$ cat src/hw/rtl/rets_pkg.sv
// Shared types and constants for the recent event trace ring.
// No dependencies; every other file of the block imports this package.
package rets_pkg;

    localparam int RING_DEPTH = 64;
    localparam int IDX_W      = $clog2(RING_DEPTH);
    localparam int CNT_W      = $clog2(RING_DEPTH + 1);
    localparam int SUM_W      = CNT_W + 1;

    typedef enum logic [1:0] {
        OP_RECORD = 2'd0,
        OP_DUMP   = 2'd1,
        OP_RANGE  = 2'd2,
        OP_CLEAR  = 2'd3
    } t_op;

    typedef enum logic [2:0] {
        ST_IDLE,
        ST_CNT_RD,
        ST_CNT_CHK,
        ST_PLAN,
        ST_EM_RD,
        ST_EM_CHK,
        ST_OUT
    } t_state;

    typedef struct packed {
        logic [31:0] tm;
        logic [15:0] src;
        logic [7:0]  code;
        logic [7:0]  sev;
        logic [31:0] a1;
        logic [31:0] a2;
        logic [31:0] a3;
        logic [31:0] a4;
    } t_entry;

    typedef struct packed {
        logic             we;
        logic [IDX_W-1:0] waddr;
        t_entry           wdata;
        logic             re;
        logic [IDX_W-1:0] raddr;
    } t_mem_req;

    typedef struct packed {
        logic [1:0]  op;
        logic [31:0] time_stamp;
        logic [15:0] source_id;
        logic [7:0]  event_code;
        logic [7:0]  severity;
        logic [31:0] arg1;
        logic [31:0] arg2;
        logic [31:0] arg3;
        logic [31:0] arg4;
        logic [15:0] request_count;
        logic [15:0] start_offset;
        logic        filter_by_source;
    } t_in_item;

    typedef struct packed {
        logic [31:0]      time_out;
        logic [15:0]      source_out;
        logic [7:0]       event_out;
        logic [7:0]       severity_out;
        logic [31:0]      arg1_out;
        logic [31:0]      arg2_out;
        logic [31:0]      arg3_out;
        logic [31:0]      arg4_out;
        logic             has_event;
        logic             last_of_run;
        logic [CNT_W-1:0] stored_count;
    } t_out_item;

endpackage

$ cat src/hw/rtl/rets_ctrl.sv
// Sequencer of the trace ring: ring pointers, scan walker with its source
// compare and counters, and the result register. Depends on rets_pkg.
module rets_ctrl
    import rets_pkg::*;
(
    input  logic      i_clk,
    input  logic      i_rst_n,
    input  logic      i_in_valid,
    output logic      o_in_ready,
    input  t_in_item  i_in_item,
    output logic      o_out_valid,
    input  logic      i_out_ready,
    output t_out_item o_out_item,
    output t_mem_req  o_mem_req,
    input  t_entry    i_rd_data
);

    t_state           r_state, n_state;
    logic [CNT_W-1:0] r_held, n_held;
    logic [IDX_W-1:0] r_wslot, n_wslot;

    logic [IDX_W-1:0] r_slot, n_slot;
    logic [CNT_W-1:0] r_left, n_left;
    logic [CNT_W-1:0] r_match, n_match;
    logic [CNT_W-1:0] r_total, n_total;
    logic [CNT_W-1:0] r_skip, n_skip;
    logic             r_filt, n_filt;
    logic [15:0]      r_want, n_want;
    logic [CNT_W-1:0] r_req, n_req;
    t_entry           r_out_ev, n_out_ev;
    logic             r_out_has, n_out_has;
    logic             r_out_last, n_out_last;

    logic             in_acc;
    logic [CNT_W-1:0] req_sat;
    logic [CNT_W-1:0] take_dump;
    logic [CNT_W-1:0] avail;
    logic [CNT_W-1:0] take_range;
    logic             range_ok;
    logic [CNT_W-1:0] start_pos;
    logic [SUM_W-1:0] oldest_sum;
    logic [IDX_W-1:0] start_slot;
    logic [IDX_W-1:0] oldest_slot;
    logic [IDX_W-1:0] slot_inc;
    logic [IDX_W-1:0] wslot_inc;
    logic [CNT_W-1:0] plan_total;
    logic             hit;

    function automatic logic [IDX_W-1:0] wrap_slot(input logic [SUM_W-1:0] s);
        logic [SUM_W-1:0] t;
        begin
            t = (s >= SUM_W'(RING_DEPTH)) ? s - SUM_W'(RING_DEPTH) : s;
            return t[IDX_W-1:0];
        end
    endfunction

    // Decode and shared scan arithmetic
    always_comb begin
        in_acc     = i_in_valid && (r_state == ST_IDLE);
        req_sat    = (i_in_item.request_count > 16'(RING_DEPTH)) ? CNT_W'(RING_DEPTH)
                                                                 : i_in_item.request_count[CNT_W-1:0];
        take_dump  = (r_held < req_sat) ? r_held : req_sat;
        range_ok   = (req_sat != '0) && (16'(r_held) > i_in_item.start_offset);
        avail      = r_held - i_in_item.start_offset[CNT_W-1:0];
        take_range = (avail < req_sat) ? avail : req_sat;
        oldest_sum = SUM_W'(r_wslot) + SUM_W'(RING_DEPTH) - SUM_W'(r_held);
        case (t_op'(i_in_item.op))
            OP_DUMP:  start_pos = i_in_item.filter_by_source ? '0 : r_held - take_dump;
            OP_RANGE: start_pos = i_in_item.start_offset[CNT_W-1:0];
            default:  start_pos = '0;
        endcase
        start_slot  = wrap_slot(oldest_sum + SUM_W'(start_pos));
        oldest_slot = wrap_slot(oldest_sum);
        slot_inc    = (r_slot == IDX_W'(RING_DEPTH - 1)) ? '0 : r_slot + 1'b1;
        wslot_inc   = (r_wslot == IDX_W'(RING_DEPTH - 1)) ? '0 : r_wslot + 1'b1;
        plan_total  = (r_match < r_req) ? r_match : r_req;
        hit         = !r_filt || (i_rd_data.src == r_want);
    end

    // Next state
    always_comb begin
        n_state = r_state;
        case (r_state)
            ST_IDLE: begin
                if (in_acc) begin
                    case (t_op'(i_in_item.op))
                        OP_RECORD: n_state = ST_OUT;
                        OP_CLEAR:  n_state = ST_OUT;
                        OP_DUMP: begin
                            if (req_sat == '0) begin
                                n_state = ST_OUT;
                            end else if (i_in_item.filter_by_source) begin
                                n_state = (r_held == '0) ? ST_OUT : ST_CNT_RD;
                            end else begin
                                n_state = (take_dump == '0) ? ST_OUT : ST_EM_RD;
                            end
                        end
                        OP_RANGE:  n_state = range_ok ? ST_EM_RD : ST_OUT;
                        default:   n_state = ST_OUT;
                    endcase
                end
            end
            ST_CNT_RD:  n_state = ST_CNT_CHK;
            ST_CNT_CHK: n_state = (r_left == CNT_W'(1)) ? ST_PLAN : ST_CNT_RD;
            ST_PLAN:    n_state = (plan_total == '0) ? ST_OUT : ST_EM_RD;
            ST_EM_RD:   n_state = ST_EM_CHK;
            ST_EM_CHK:  n_state = (hit && (r_skip == '0)) ? ST_OUT : ST_EM_RD;
            ST_OUT: begin
                if (i_out_ready) begin
                    n_state = r_out_last ? ST_IDLE : ST_EM_RD;
                end
            end
            default:    n_state = ST_IDLE;
        endcase
    end

    // Datapath and memory port
    always_comb begin
        n_held     = r_held;
        n_wslot    = r_wslot;
        n_slot     = r_slot;
        n_left     = r_left;
        n_match    = r_match;
        n_total    = r_total;
        n_skip     = r_skip;
        n_filt     = r_filt;
        n_want     = r_want;
        n_req      = r_req;
        n_out_ev   = r_out_ev;
        n_out_has  = r_out_has;
        n_out_last = r_out_last;

        o_mem_req.we         = 1'b0;
        o_mem_req.waddr      = r_wslot;
        o_mem_req.wdata.tm   = i_in_item.time_stamp;
        o_mem_req.wdata.src  = i_in_item.source_id;
        o_mem_req.wdata.code = i_in_item.event_code;
        o_mem_req.wdata.sev  = i_in_item.severity;
        o_mem_req.wdata.a1   = i_in_item.arg1;
        o_mem_req.wdata.a2   = i_in_item.arg2;
        o_mem_req.wdata.a3   = i_in_item.arg3;
        o_mem_req.wdata.a4   = i_in_item.arg4;
        o_mem_req.re         = (r_state == ST_CNT_RD) || (r_state == ST_EM_RD);
        o_mem_req.raddr      = r_slot;

        case (r_state)
            ST_IDLE: begin
                // Preload an acknowledgement; a scan overwrites it later
                n_out_ev   = '0;
                n_out_has  = 1'b0;
                n_out_last = 1'b1;
                // Only a dump filters on source
                n_filt     = i_in_item.filter_by_source && (t_op'(i_in_item.op) == OP_DUMP);
                n_want     = i_in_item.source_id;
                n_req      = req_sat;
                n_slot     = start_slot;
                n_left     = r_held;
                n_match    = '0;
                n_skip     = '0;
                n_total    = (t_op'(i_in_item.op) == OP_RANGE) ? take_range : take_dump;
                if (in_acc) begin
                    case (t_op'(i_in_item.op))
                        OP_RECORD: begin
                            o_mem_req.we = 1'b1;
                            n_wslot      = wslot_inc;
                            n_held       = (r_held == CNT_W'(RING_DEPTH)) ? r_held
                                                                          : r_held + 1'b1;
                        end
                        OP_CLEAR: begin
                            n_wslot = '0;
                            n_held  = '0;
                        end
                        default: begin
                        end
                    endcase
                end
            end
            ST_CNT_CHK: begin
                if (i_rd_data.src == r_want) begin
                    n_match = r_match + 1'b1;
                end
                n_left = r_left - 1'b1;
                n_slot = slot_inc;
            end
            ST_PLAN: begin
                n_total = plan_total;
                n_skip  = r_match - plan_total;
                n_slot  = oldest_slot;
            end
            ST_EM_CHK: begin
                n_slot = slot_inc;
                if (hit) begin
                    if (r_skip != '0) begin
                        n_skip = r_skip - 1'b1;
                    end else begin
                        n_out_ev   = i_rd_data;
                        n_out_has  = 1'b1;
                        n_out_last = (r_total == CNT_W'(1));
                        n_total    = r_total - 1'b1;
                    end
                end
            end
            default: begin
            end
        endcase
    end

    always_ff @(posedge i_clk) begin
        if (!i_rst_n) begin
            r_state <= ST_IDLE;
            r_held  <= '0;
            r_wslot <= '0;
        end else begin
            r_state <= n_state;
            r_held  <= n_held;
            r_wslot <= n_wslot;
        end
    end

    always_ff @(posedge i_clk) begin
        r_slot     <= n_slot;
        r_left     <= n_left;
        r_match    <= n_match;
        r_total    <= n_total;
        r_skip     <= n_skip;
        r_filt     <= n_filt;
        r_want     <= n_want;
        r_req      <= n_req;
        r_out_ev   <= n_out_ev;
        r_out_has  <= n_out_has;
        r_out_last <= n_out_last;
    end

    assign o_in_ready  = (r_state == ST_IDLE);
    assign o_out_valid = (r_state == ST_OUT);

    always_comb begin
        o_out_item.time_out     = r_out_ev.tm;
        o_out_item.source_out   = r_out_ev.src;
        o_out_item.event_out    = r_out_ev.code;
        o_out_item.severity_out = r_out_ev.sev;
        o_out_item.arg1_out     = r_out_ev.a1;
        o_out_item.arg2_out     = r_out_ev.a2;
        o_out_item.arg3_out     = r_out_ev.a3;
        o_out_item.arg4_out     = r_out_ev.a4;
        o_out_item.has_event    = r_out_has;
        o_out_item.last_of_run  = r_out_last;
        o_out_item.stored_count = r_held;
    end

    a_held_bound: assert property (@(posedge i_clk) disable iff (!i_rst_n)
        r_held <= CNT_W'(RING_DEPTH))
        else $error("stored count above ring depth");

    a_wslot_bound: assert property (@(posedge i_clk) disable iff (!i_rst_n)
        r_wslot <= IDX_W'(RING_DEPTH - 1))
        else $error("write slot outside ring");

    a_record_ack: assert property (@(posedge i_clk) disable iff (!i_rst_n)
        (in_acc && (i_in_item.op == OP_RECORD))
        |=> ((r_state == ST_OUT) && !r_out_has && r_out_last))
        else $error("record did not produce a single acknowledgement");

    a_ack_is_last: assert property (@(posedge i_clk) disable iff (!i_rst_n)
        ((r_state == ST_OUT) && !r_out_has) |-> r_out_last)
        else $error("empty result not flagged as last");

    a_emit_pending: assert property (@(posedge i_clk) disable iff (!i_rst_n)
        (r_state == ST_EM_CHK) |-> (r_total != '0))
        else $error("scan running with nothing left to emit");

endmodule

$ cat config.mk
export PLATFORM = sky130hd
export DESIGN_NAME = rets_ctrl
export DESIGN_NICKNAME = d
export VERILOG_FILES = /design/src/hw/rtl/rets_pkg.sv /design/src/hw/rtl/rets_ctrl.sv
export SDC_FILE = /design/constraint.sdc
export NUM_CORES = 1
export LEC_CHECK = 0
export BUFFER_PORTS_ARGS = -buffer_cell sky130_fd_sc_hd__buf_2
export CORE_AREA = 2 2 323 325
export DETAILED_ROUTE_END_ITERATION = 16
export DIE_AREA = 0 0 325 327
export HOLD_SLACK_MARGIN = 0.05
export PLACE_DENSITY = 0.44
export SYNTH_ARGS = -nofsm -noshare
export SYNTH_HDL_FRONTEND = slang
export SYNTH_SLANG_ARGS = --single-unit
$ cat constraint.sdc
create_clock -name i_clk -period 15.2 [get_ports i_clk]
set_input_delay 3.04 -clock i_clk [delete_from_list [all_inputs] [get_ports i_clk]]
set_output_delay 3.04 -clock i_clk [all_outputs]
set_load 0.01 [all_outputs]
==> flow_metrics.env, run 1 <==
export IMPL_status="complete, no violations"
export IMPL_synth_edf_count=252
export IMPL_synth_top_family_by_area="simple AND/OR/NAND/NOR gates"
export IMPL_viasPerCell=3.66
export IMPL_postCtsSetupBuffers=0
export IMPL_antenna_found_initial=8
export IMPL_ys_types=72
export IMPL_portBuffers=479
export IMPL_drv_cap=0
export IMPL_cts_root_buffer="clkbuf_16"
export IMPL_crit_required_ps=15490
export IMPL_wl_per_cell_um=21.9
export IMPL_critPathMaxStageDelay_ps=440
export IMPL_insertion_delay_ps=540
export IMPL_postCtsResizedCells=0
export IMPL_ios=832
export IMPL_hold_path_class="reg2reg"
export IMPL_routabilityCongestion=0.833
export IMPL_clock_sinks=268
export IMPL_ys_seq_area_share_pct=53.6
export IMPL_period_needed_ps=7900
export IMPL_synthArstFlopShare_pct=0
export IMPL_rsz0062_at_grt="false"
export IMPL_core_area_sq_um=103000
export IMPL_drive_gt1_share_pct=35.6
export IMPL_grt_pass1_vias=10562
export IMPL_clkTransAtPathRegs_ps=60
export IMPL_synth_adder_area_share_pct=5.78
export IMPL_grt_pass1_wl_mm=87.4
export IMPL_yosysTopAreaCell="edfxtp_1"
export IMPL_ys_ff_latch=268
export IMPL_vdd_drop_max_mv=0.125
export IMPL_period_share_pct=52.0
export IMPL_critPathKind="in2reg"
export IMPL_endpoint_kind="flip-flop"
export IMPL_ctsHtreeMaxLevel=2
export IMPL_track_usage_pct=11.6
export IMPL_power_density_nw_per_um2=192
export IMPL_n_fill_cell=11439
export IMPL_final_net_count=2040
export IMPL_synth_top_flop_cell="edfxtp_1"
export IMPL_finalMaxSlewViolations=0
export IMPL_fin_cells=2954
export IMPL_placedCellCount=2896
export IMPL_fp_row_count=118
export IMPL_worstHoldPathCells=2
export IMPL_start_util_pct=14.3
export IMPL_synth_compound_area_share_pct=7.26
export IMPL_worstMarginPinSlew_ps=1120
export IMPL_dieHeight_um=327
export IMPL_maxSlewHeadroom_pct=25.3
export IMPL_worst_path_max_fanout=12
export IMPL_synth_top_area_share_pct=51.4
export IMPL_static_leakage_power_nw=8.23
export IMPL_place_hpwl_mm=52.7
export IMPL_worstPathArrival_ps=8190
export IMPL_synth_mux_area_share_pct=1.05
export IMPL_synthXorXnorAreaFrac_pct=4.11
export IMPL_synth_warnings=0
export IMPL_synth_area_leaders="edfxtp_1 51%, buf_4 9.9%, and3_1 8.3%"
export IMPL_drc=0
export IMPL_clk_path_buf_depth=3
export IMPL_die_area_sq_um=106000
export IMPL_final_common_cell="buf_2"
export IMPL_skew_ps=15.1
export IMPL_cts_tree="built"
export IMPL_firstDrtPassIters=5
export IMPL_finalSetupTns_ps=0
export IMPL_netlist_area_sq_um=14700
export IMPL_report_final_hold_viol_count=0
export IMPL_grt_max_degree=129
export IMPL_max_freq_mhz=127
export IMPL_yosys_area_share_simple_pct=15.2
export IMPL_rr_worst_depth=7
export IMPL_final_antenna_net_count=0
export IMPL_syn_inst=1278
export IMPL_mostFrequentLayoutCells="479 x buf_2, 252 x edfxtp_1, 196 x and3_1, 60 x ha_1, 55 x nor2_1"
export IMPL_synth_fp_nets=1766
export IMPL_cts_buffers=34
export IMPL_cp_start_kind="primary input"
export IMPL_cp_slowest_cell="and3_1"
export IMPL_path_cells="buf_2, nor4_2, and3_1, nand2_1, ha_1, nand4_1, a21oi_1, o31ai_4, and2_4, o21ai_2, ha_1, fa_1, nor2_1, a21oi_1, nor2_1, ha_1, a211oi_1, o21bai_1, a21oi_1, o21ba_2, or2_2, nor4b_1, nand3b_1"
export IMPL_die_x_um=325
export IMPL_hold_buffers=0
export IMPL_syn_avg_cell_area_sq_um=11.5
export IMPL_gr_total_overflow=0
export IMPL_drtIter0Drc=777
export IMPL_syn_to_final_growth_pct=24.3
export IMPL_routed_wl_mm=64.8
export IMPL_vias=10823
export IMPL_finalSetupViolCount=0
## area by class of cell
| cell class | instances | area [sq um] | area share, % |
|---|---|---|---|
| sequential | 268 | 7890 | 43.1 |
| multi-input combinational | 701 | 4930 | 26.9 |
| antenna | 1 | 2.50 | 0.0137 |
| clock buffer | 41 | 898 | 4.91 |
| timing repair buffer | 490 | 2490 | 13.6 |
| clock inverter | 16 | 131 | 0.718 |
| tap | 1380 | 1730 | 9.44 |
| inverter | 57 | 219 | 1.20 |
## cell usage after synthesis (all sizes together), types with 2 or more instances
cell and instances:
a211o 3, a211oi 11, a21o 12, a21oi 34, a22oi 4, a2bb2oi 3, a311oi 2, a31o 3
a41oi 2, and2 5, and3 196, and4 2, buf 200, clkbuf 52, dfxtp 16, edfxtp 252
fa 5, ha 60, inv 56, mux2 3, mux2i 12, nand2 46, nand2b 5, nand3 16
nand3b 4, nand4 6, nor2 57, nor2b 7, nor3 15, nor3b 4, nor4 15, nor4b 3
o211ai 4, o21a 7, o21ai 39, o21bai 4, o221ai 2, o22ai 11, o31a 3, o31ai 4
or3 6, or4 2, xnor2 29, xor2 40
## worst max-delay path: cells and delay by family
kind | cells | cell delay, ps
AND/OR/NAND/NOR | 10 | 2270
AO/OA/AOI/OAI | 8 | 1510
buffers and inverters | 1 | 100
adder cells (fa/ha/maj) | 4 | 1270
## logic make-up (layout without fill, tap and decap cells)
logic type,count (synthesis),count (layout)
AOI/OAI and AO/OA,159,159
other,0,1
muxes,15,15
adders and majority gates,65,65
and+or+nand+nor,393,393
xor gates and xnor gates,69,69
buffers and inverters,309,604
DFF,268,268
## stage by stage
step	power, mW	hold slack (ps)	setup WS (ps)	util (%)	cell area (sq um)
after detailed placement	2.78	563	6800	16.8	17300
after global placement	2.79	549	6910	16.8	17300
after global routing	3.73	620	6910	17.8	18300
after floorplan	2.27	538	6730	-	14700
after CTS	3.59	574	7390	17.8	18300
final	3.50	563	7300	17.8	18300
## path summary, 6_finish.rpt
kind | to | startpoint | slack [ps]
worst max-delay path | r_slot[5] | i_in_item[27] | 7300
worst min register to register | r_wslot[5] | r_wslot[5] | 560
worst max register to register | o_out_item[97] | r_state[2] | 9960
worst min-delay path | r_wslot[5] | r_wslot[5] | 560
## registers in the layout (all words and copies together), names as in the netlist, 3 cells and up
register	count
r_slot	6
r_wslot	6
r_left	7
o_out_item	192
r_total	7
r_skip	7
r_req	7
r_want	16
r_held	7
r_match	7
r_state	3
## per-layer routing
metal / up-vias / track usage, % / routed length, um
li1: 4995 / - / -
met1: 5062 / 11.2 / 21400
met2: 596 / 21.7 / 34300
met3: 158 / 5.07 / 6810
met4: 12 / 4.01 / 2170
met5: - / 0 / 86
## report_power, final
part           internal [mW]  switching (mW)
registers               1.28           0.156
clock network          0.453           0.325
logic                  0.412           0.878
total                   2.14            1.36
Note: power is estimated with default switching activity, not from simulation.
==> run 2, diff against run 1 <==
clock period = 7.55 ns   (was 15.2 ns; I/O delays follow)
==> run 2 against run 1 <==
Combinational power is 100% higher. Non-clock buffer count is 4 higher. Clock skew is 29 ps higher. Sequential cell count stayed put. Die area stayed put. Clock-buffer cell count is 4 lower. Power is 98% higher. Routed wire length is 0.75% lower. Clock power is 88% higher. Register-to-register slack worse by 7300 ps. Critical path depth is 1 higher. Worst hold slack worse by 23 ps.
==> flow_metrics.env, run 2 (same netlist as run 1, synthesis figures left out) <==
export IMPL_track_usage_pct=11.3
export IMPL_crit_required_ps=7910
export IMPL_fp_row_count=118
export IMPL_die_x_um=325
export IMPL_maxSlewHeadroom_pct=31.3
export IMPL_drv_cap=0
export IMPL_insertion_delay_ps=610
export IMPL_hold_buffers=0
export IMPL_period_needed_ps=6370
export IMPL_final_area_sq_um=18300
export IMPL_drive_gt1_share_pct=35.7
export IMPL_core_area_sq_um=103000
export IMPL_swShare_pct=39.0
export IMPL_firstDrtPassIters=5
export IMPL_min_from="r_wslot[5]"
export IMPL_placedCellCount=2900
export IMPL_final_common_cell="buf_2"
export IMPL_cp_slowest_cell="and3_1"
export IMPL_period_share_pct=84.4
export IMPL_critPathMaxStageDelay_ps=480
export IMPL_skew_ps=44.4
export IMPL_die_area_sq_um=106000
export IMPL_mostFrequentLayoutCells="479 x buf_2, 252 x edfxtp_1, 196 x and3_1, 60 x ha_1, 55 x nor2_1"
export IMPL_status="complete, no violations"
export IMPL_pwr_share_seq_pct=41.2
export IMPL_clk_path_buf_depth=3
export IMPL_largest_reg_flops=192
export IMPL_endpoint_kind="flip-flop"
export IMPL_start_util_pct=14.3
export IMPL_vias=10817
export IMPL_antenna_found_initial=10
export IMPL_worstSetupStartpoint="i_in_item[27]"
export IMPL_place_area_sq_um=17300
export IMPL_dieHeight_um=327
export IMPL_wl_per_cell_um=21.7
export IMPL_static_leakage_power_nw=8.22
export IMPL_routed_wl_mm=64.3
export IMPL_routabilityCongestion=0.832
export IMPL_power_density_nw_per_um2=381
export IMPL_cts_buffers=31
export IMPL_syn_to_final_growth_pct=24.1
export IMPL_rsz0062_at_grt="false"
export IMPL_ctsHtreeMaxLevel=1
export IMPL_final_antenna_net_count=0
export IMPL_gr_total_overflow=0
export IMPL_max_freq_mhz=157
export IMPL_postCtsResizedCells=0
export IMPL_grt_pass1_wl_mm=85.9
export IMPL_cts_root_buffer="clkbuf_16"
export IMPL_grt_max_degree=109
export IMPL_power_frac_clock_pct=21.0
export IMPL_drtIter0Drc=699
export IMPL_cts_tree="built"
export IMPL_critPathKind="in2reg"
export IMPL_finalSetupViolCount=0
export IMPL_clkTransAtPathRegs_ps=60
export IMPL_n_fill_cell=11429
export IMPL_grt_pass1_vias=10505
export IMPL_hold_path_class="reg2reg"
export IMPL_drc=0
export IMPL_finalSetupTns_ps=0
export IMPL_worstPathArrival_ps=6730
export IMPL_fin_cells=2958
export IMPL_worstMarginPinSlew_ps=1030
export IMPL_report_final_hold_viol_count=0
export IMPL_rr_startpoint="r_held[4]"
export IMPL_finalMaxSlewViolations=0
export IMPL_vdd_drop_max_mv=0.188
export IMPL_intPower_mw=4.24
export IMPL_portBuffers=479
export IMPL_postCtsSetupBuffers=0
export IMPL_path_cells="buf_2, nor4_2, and3_1, nand2_1, ha_1, nand4_1, a21oi_1, o31ai_4, and2_4, o21ai_0, inv_1, ha_1, o21ai_0, a21oi_1, or3_1, a21oi_1, ha_1, o21ai_0, o21bai_1, a21oi_1, o21ba_2, or2_2, nor4b_1, nand3b_1"
export IMPL_ios=832
export IMPL_final_net_count=2041
export IMPL_pwr_share_comb_pct=37.8
export IMPL_clock_sinks=268
export IMPL_netSwitchingPower_mw=2.71
export IMPL_viasPerCell=3.66
export IMPL_cp_start_kind="primary input"
export IMPL_seq_area_sq_um=7890
export IMPL_multi_input_comb_area_sq_um=4930
export IMPL_worst_path_max_fanout=12
export IMPL_cp_common_cell="a21oi_1"
export IMPL_place_hpwl_mm=52.6
run 2: layout make-up:
cell class                      instances  area share (%)
Clock inverter                         20           0.843
Inverter                               57            1.20
Antenna cell                            1          0.0137
Clock buffer                           37            4.37
Sequential cell                       268            43.2
Timing Repair Buffer                  494            13.9
Multi-Input combinational cell        701            27.0
Tap cell                             1380            9.46
run 2: worst paths after layout:
path                                    to  slack [ps]  cells past startpoint
worst max-delay path             r_slot[5]        1180                     24
worst max register to register   r_slot[5]        2660                     21
worst min register to register  r_wslot[5]         540                      2
worst min-delay path            r_wslot[5]         540                      2
run 2: per-layer routing:
layer | GRT usage [%] | vias to the layer above | share of wire (%)
li1 | - | 4991 | -
met1 | 11.0 | 5118 | 33
met2 | 21.7 | 558 | 54
met3 | 4.51 | 140 | 10
met4 | 3.55 | 10 | 3.0
met5 | 0 | - | 0.092
run 2: worst max-delay path: cells and delay by family:
kind            cells  cell delay, ps
compound gates     10            1760
simple gates        9            2270
fa+ha+maj           3             980
buf+inv             2             200
run 2: power by group through the flow:
stage | registers (mW) | clock network [mW] | logic, mW
final | 2.87 | 1.46 | 2.63
after detailed placement | 2.90 | 0 | 2.70
after global placement | 2.89 | 0 | 2.73
after floorplan | 3.21 | 0 | 1.28
after global routing | 2.93 | 1.57 | 2.89
after CTS | 2.87 | 1.52 | 2.70
run 2: stage by stage:
stage               hold WS, ps  utilization [%]  worst slack [ps]  power [mW]
global route                596             17.7               850        7.39
detailed placement          541             16.8               610        5.60
CTS                         547             17.7              1300        7.10
finish                      539             17.7              1180        6.95
global placement            547             16.8               719        5.61
floorplan                   538                -               606        4.50
==> run 3, diff against run 2 <==
PLACE_DENSITY = 0.45   (was 0.44)
clock period = 5.4 ns   (was 7.55 ns; I/O delays follow)
==> run 3 against run 2 <==
Combinational power rose by 47%. Power rose by 45%. Routed wire length rose by 5.7%. Critical path depth rose by 1. Final area rose by 3.3%. Largest power group unchanged. Die area did not move. Cell count rose by 1.6%. Setup slack got worse by 930 ps. Highest routed layer unchanged. Register-to-register slack got worse by 1600 ps. Sequential share of layout area fell by 1.4 points.
==> flow_metrics.env, run 3 (same netlist as run 1, synthesis figures left out) <==
export IMPL_worstMarginPinSlew_ps=1200
export IMPL_cp_slowest_cell="fa_1"
export IMPL_finalPower_mw=10.1
export IMPL_status="complete, no violations"
export IMPL_rr_startpoint="r_held[1]"
export IMPL_die_area_sq_um=106000
export IMPL_die_x_um=325
export IMPL_worstPathArrival_ps=5440
export IMPL_cp_start_kind="primary input"
export IMPL_wl_per_cell_um=22.6
export IMPL_syn_to_final_growth_pct=28.2
export IMPL_report_final_hold_viol_count=0
export IMPL_max_freq_mhz=194
export IMPL_power_density_nw_per_um2=534
export IMPL_ctsHtreeMaxLevel=2
export IMPL_drive_gt1_share_pct=38.5
export IMPL_start_util_pct=14.3
export IMPL_drc=0
export IMPL_crit_required_ps=5690
export IMPL_core_area_sq_um=103000
export IMPL_track_usage_pct=12.2
export IMPL_finalMaxSlewViolations=0
export IMPL_critPathMaxStageDelay_ps=430
export IMPL_routabilityCongestion=0.840
export IMPL_drtIter0Drc=688
export IMPL_postCtsSetupBuffers=0
export IMPL_grt_pass1_vias=10964
export IMPL_maxSlewHeadroom_pct=19.9
export IMPL_final_area_sq_um=18900
export IMPL_finalSetupViolCount=0
export IMPL_final_util_pct=18.3
export IMPL_min_from="r_wslot[5]"
export IMPL_cts_tree="built"
export IMPL_fin_cells=3004
export IMPL_vdd_drop_max_mv=0.297
export IMPL_gr_total_overflow=0
export IMPL_rsz0062_at_grt="false"
export IMPL_postCtsResizedCells=0
export IMPL_hold_path_class="reg2reg"
export IMPL_final_common_cell="buf_2"
export IMPL_multi_input_comb_area_sq_um=5060
export IMPL_routed_wl_mm=67.9
export IMPL_period_share_pct=95.4
export IMPL_vias=10972
export IMPL_place_area_sq_um=17800
export IMPL_seq_area_sq_um=7890
export IMPL_n_fill_cell=11440
export IMPL_portBuffers=479
export IMPL_fp_row_count=118
export IMPL_static_leakage_power_nw=8.54
export IMPL_worstSetupStartpoint="i_in_item[31]"
export IMPL_largest_reg_flops=192
export IMPL_critPathKind="in2reg"
export IMPL_firstDrtPassIters=5
export IMPL_insertion_delay_ps=540
export IMPL_cts_root_buffer="clkbuf_16"
export IMPL_viasPerCell=3.65
export IMPL_antenna_found_initial=11
export IMPL_clk_path_buf_depth=3
export IMPL_cts_buffers=34
export IMPL_ios=832
export IMPL_final_antenna_net_count=0
export IMPL_grt_pass1_wl_mm=91.2
export IMPL_endpoint_kind="flip-flop"
export IMPL_final_net_count=2089
export IMPL_placedCellCount=2945
export IMPL_skew_ps=25.9
export IMPL_grt_max_degree=194
export IMPL_mostFrequentLayoutCells="479 x buf_2, 252 x edfxtp_1, 196 x and3_1, 55 x nor2_1, 55 x ha_1"
export IMPL_clock_sinks=268
export IMPL_dieHeight_um=327
export IMPL_place_hpwl_mm=56.1
export IMPL_hold_buffers=0
export IMPL_drv_cap=0
export IMPL_period_needed_ps=5150
export IMPL_clkTransAtPathRegs_ps=60
export IMPL_worst_path_max_fanout=6
## run 3: changes by cell type in the layout (fill, tap and decap cells not counted), sizes merged
cell | previous run | this run
clkbuf | 37 | 44
clkinv | 15 | 9
diode | 1 | 2
buf | 494 | 539
inv | 59 | 58
## run 3: through the flow
stage               hold slack [ps]  setup slack, ps  setup TNS (ps)
finish                          570              246               0
global route                    610             11.6               0
CTS                             571              302               0
detailed placement              561             -302            -575
global placement                545             -267            -491
floorplan                       538             4.44               0
## run 3: metal layers
layer / vias up / share of wire [%] / global-route usage [%]
met5: - / 0.093 / 0
met4: 10 / 3.1 / 4.01
met3: 139 / 10 / 5.11
met2: 568 / 55 / 23.6
met1: 5174 / 32 / 11.4
li1: 5081 / - / -
## run 3: final cells by class
cell class / instances / area share (%)
clock buffers: 44 / 4.82
repair buffers: 539 / 15.5
inverters: 57 / 1.16
clock inverters: 13 / 0.703
well taps: 1380 / 9.15
diodes: 2 / 0.0265
flip-flops and latches: 268 / 41.8
multi-input cells: 701 / 26.8
## run 3: path summary, 6_finish.rpt
| check | to | slack (ps) | cells past startpoint |
|---|---|---|---|
| worst min register to register | r_wslot[5] | 570 | 2 |
| worst max register to register | r_slot[5] | 1100 | 20 |
| worst min-delay path | r_wslot[5] | 570 | 2 |
| worst max-delay path | r_slot[5] | 250 | 25 |
## run 3: worst max-delay path, delay by kind of cell
| kind | cells | cell delay [ps] |
|---|---|---|
| adders and majority gates | 4 | 1200 |
| buffers and inverters | 3 | 410 |
| xor gates and xnor gates | 1 | 150 |
| and+or+nand+nor | 9 | 1390 |
| AOI/OAI and AO/OA | 8 | 1200 |
## run 3: power breakdown
group	switching, mW	total (mW)	internal (mW)
logic	2.53	3.87	1.34
registers	0.423	4.00	3.58
clock network	0.911	2.20	1.29
total	3.87	10.1	6.20
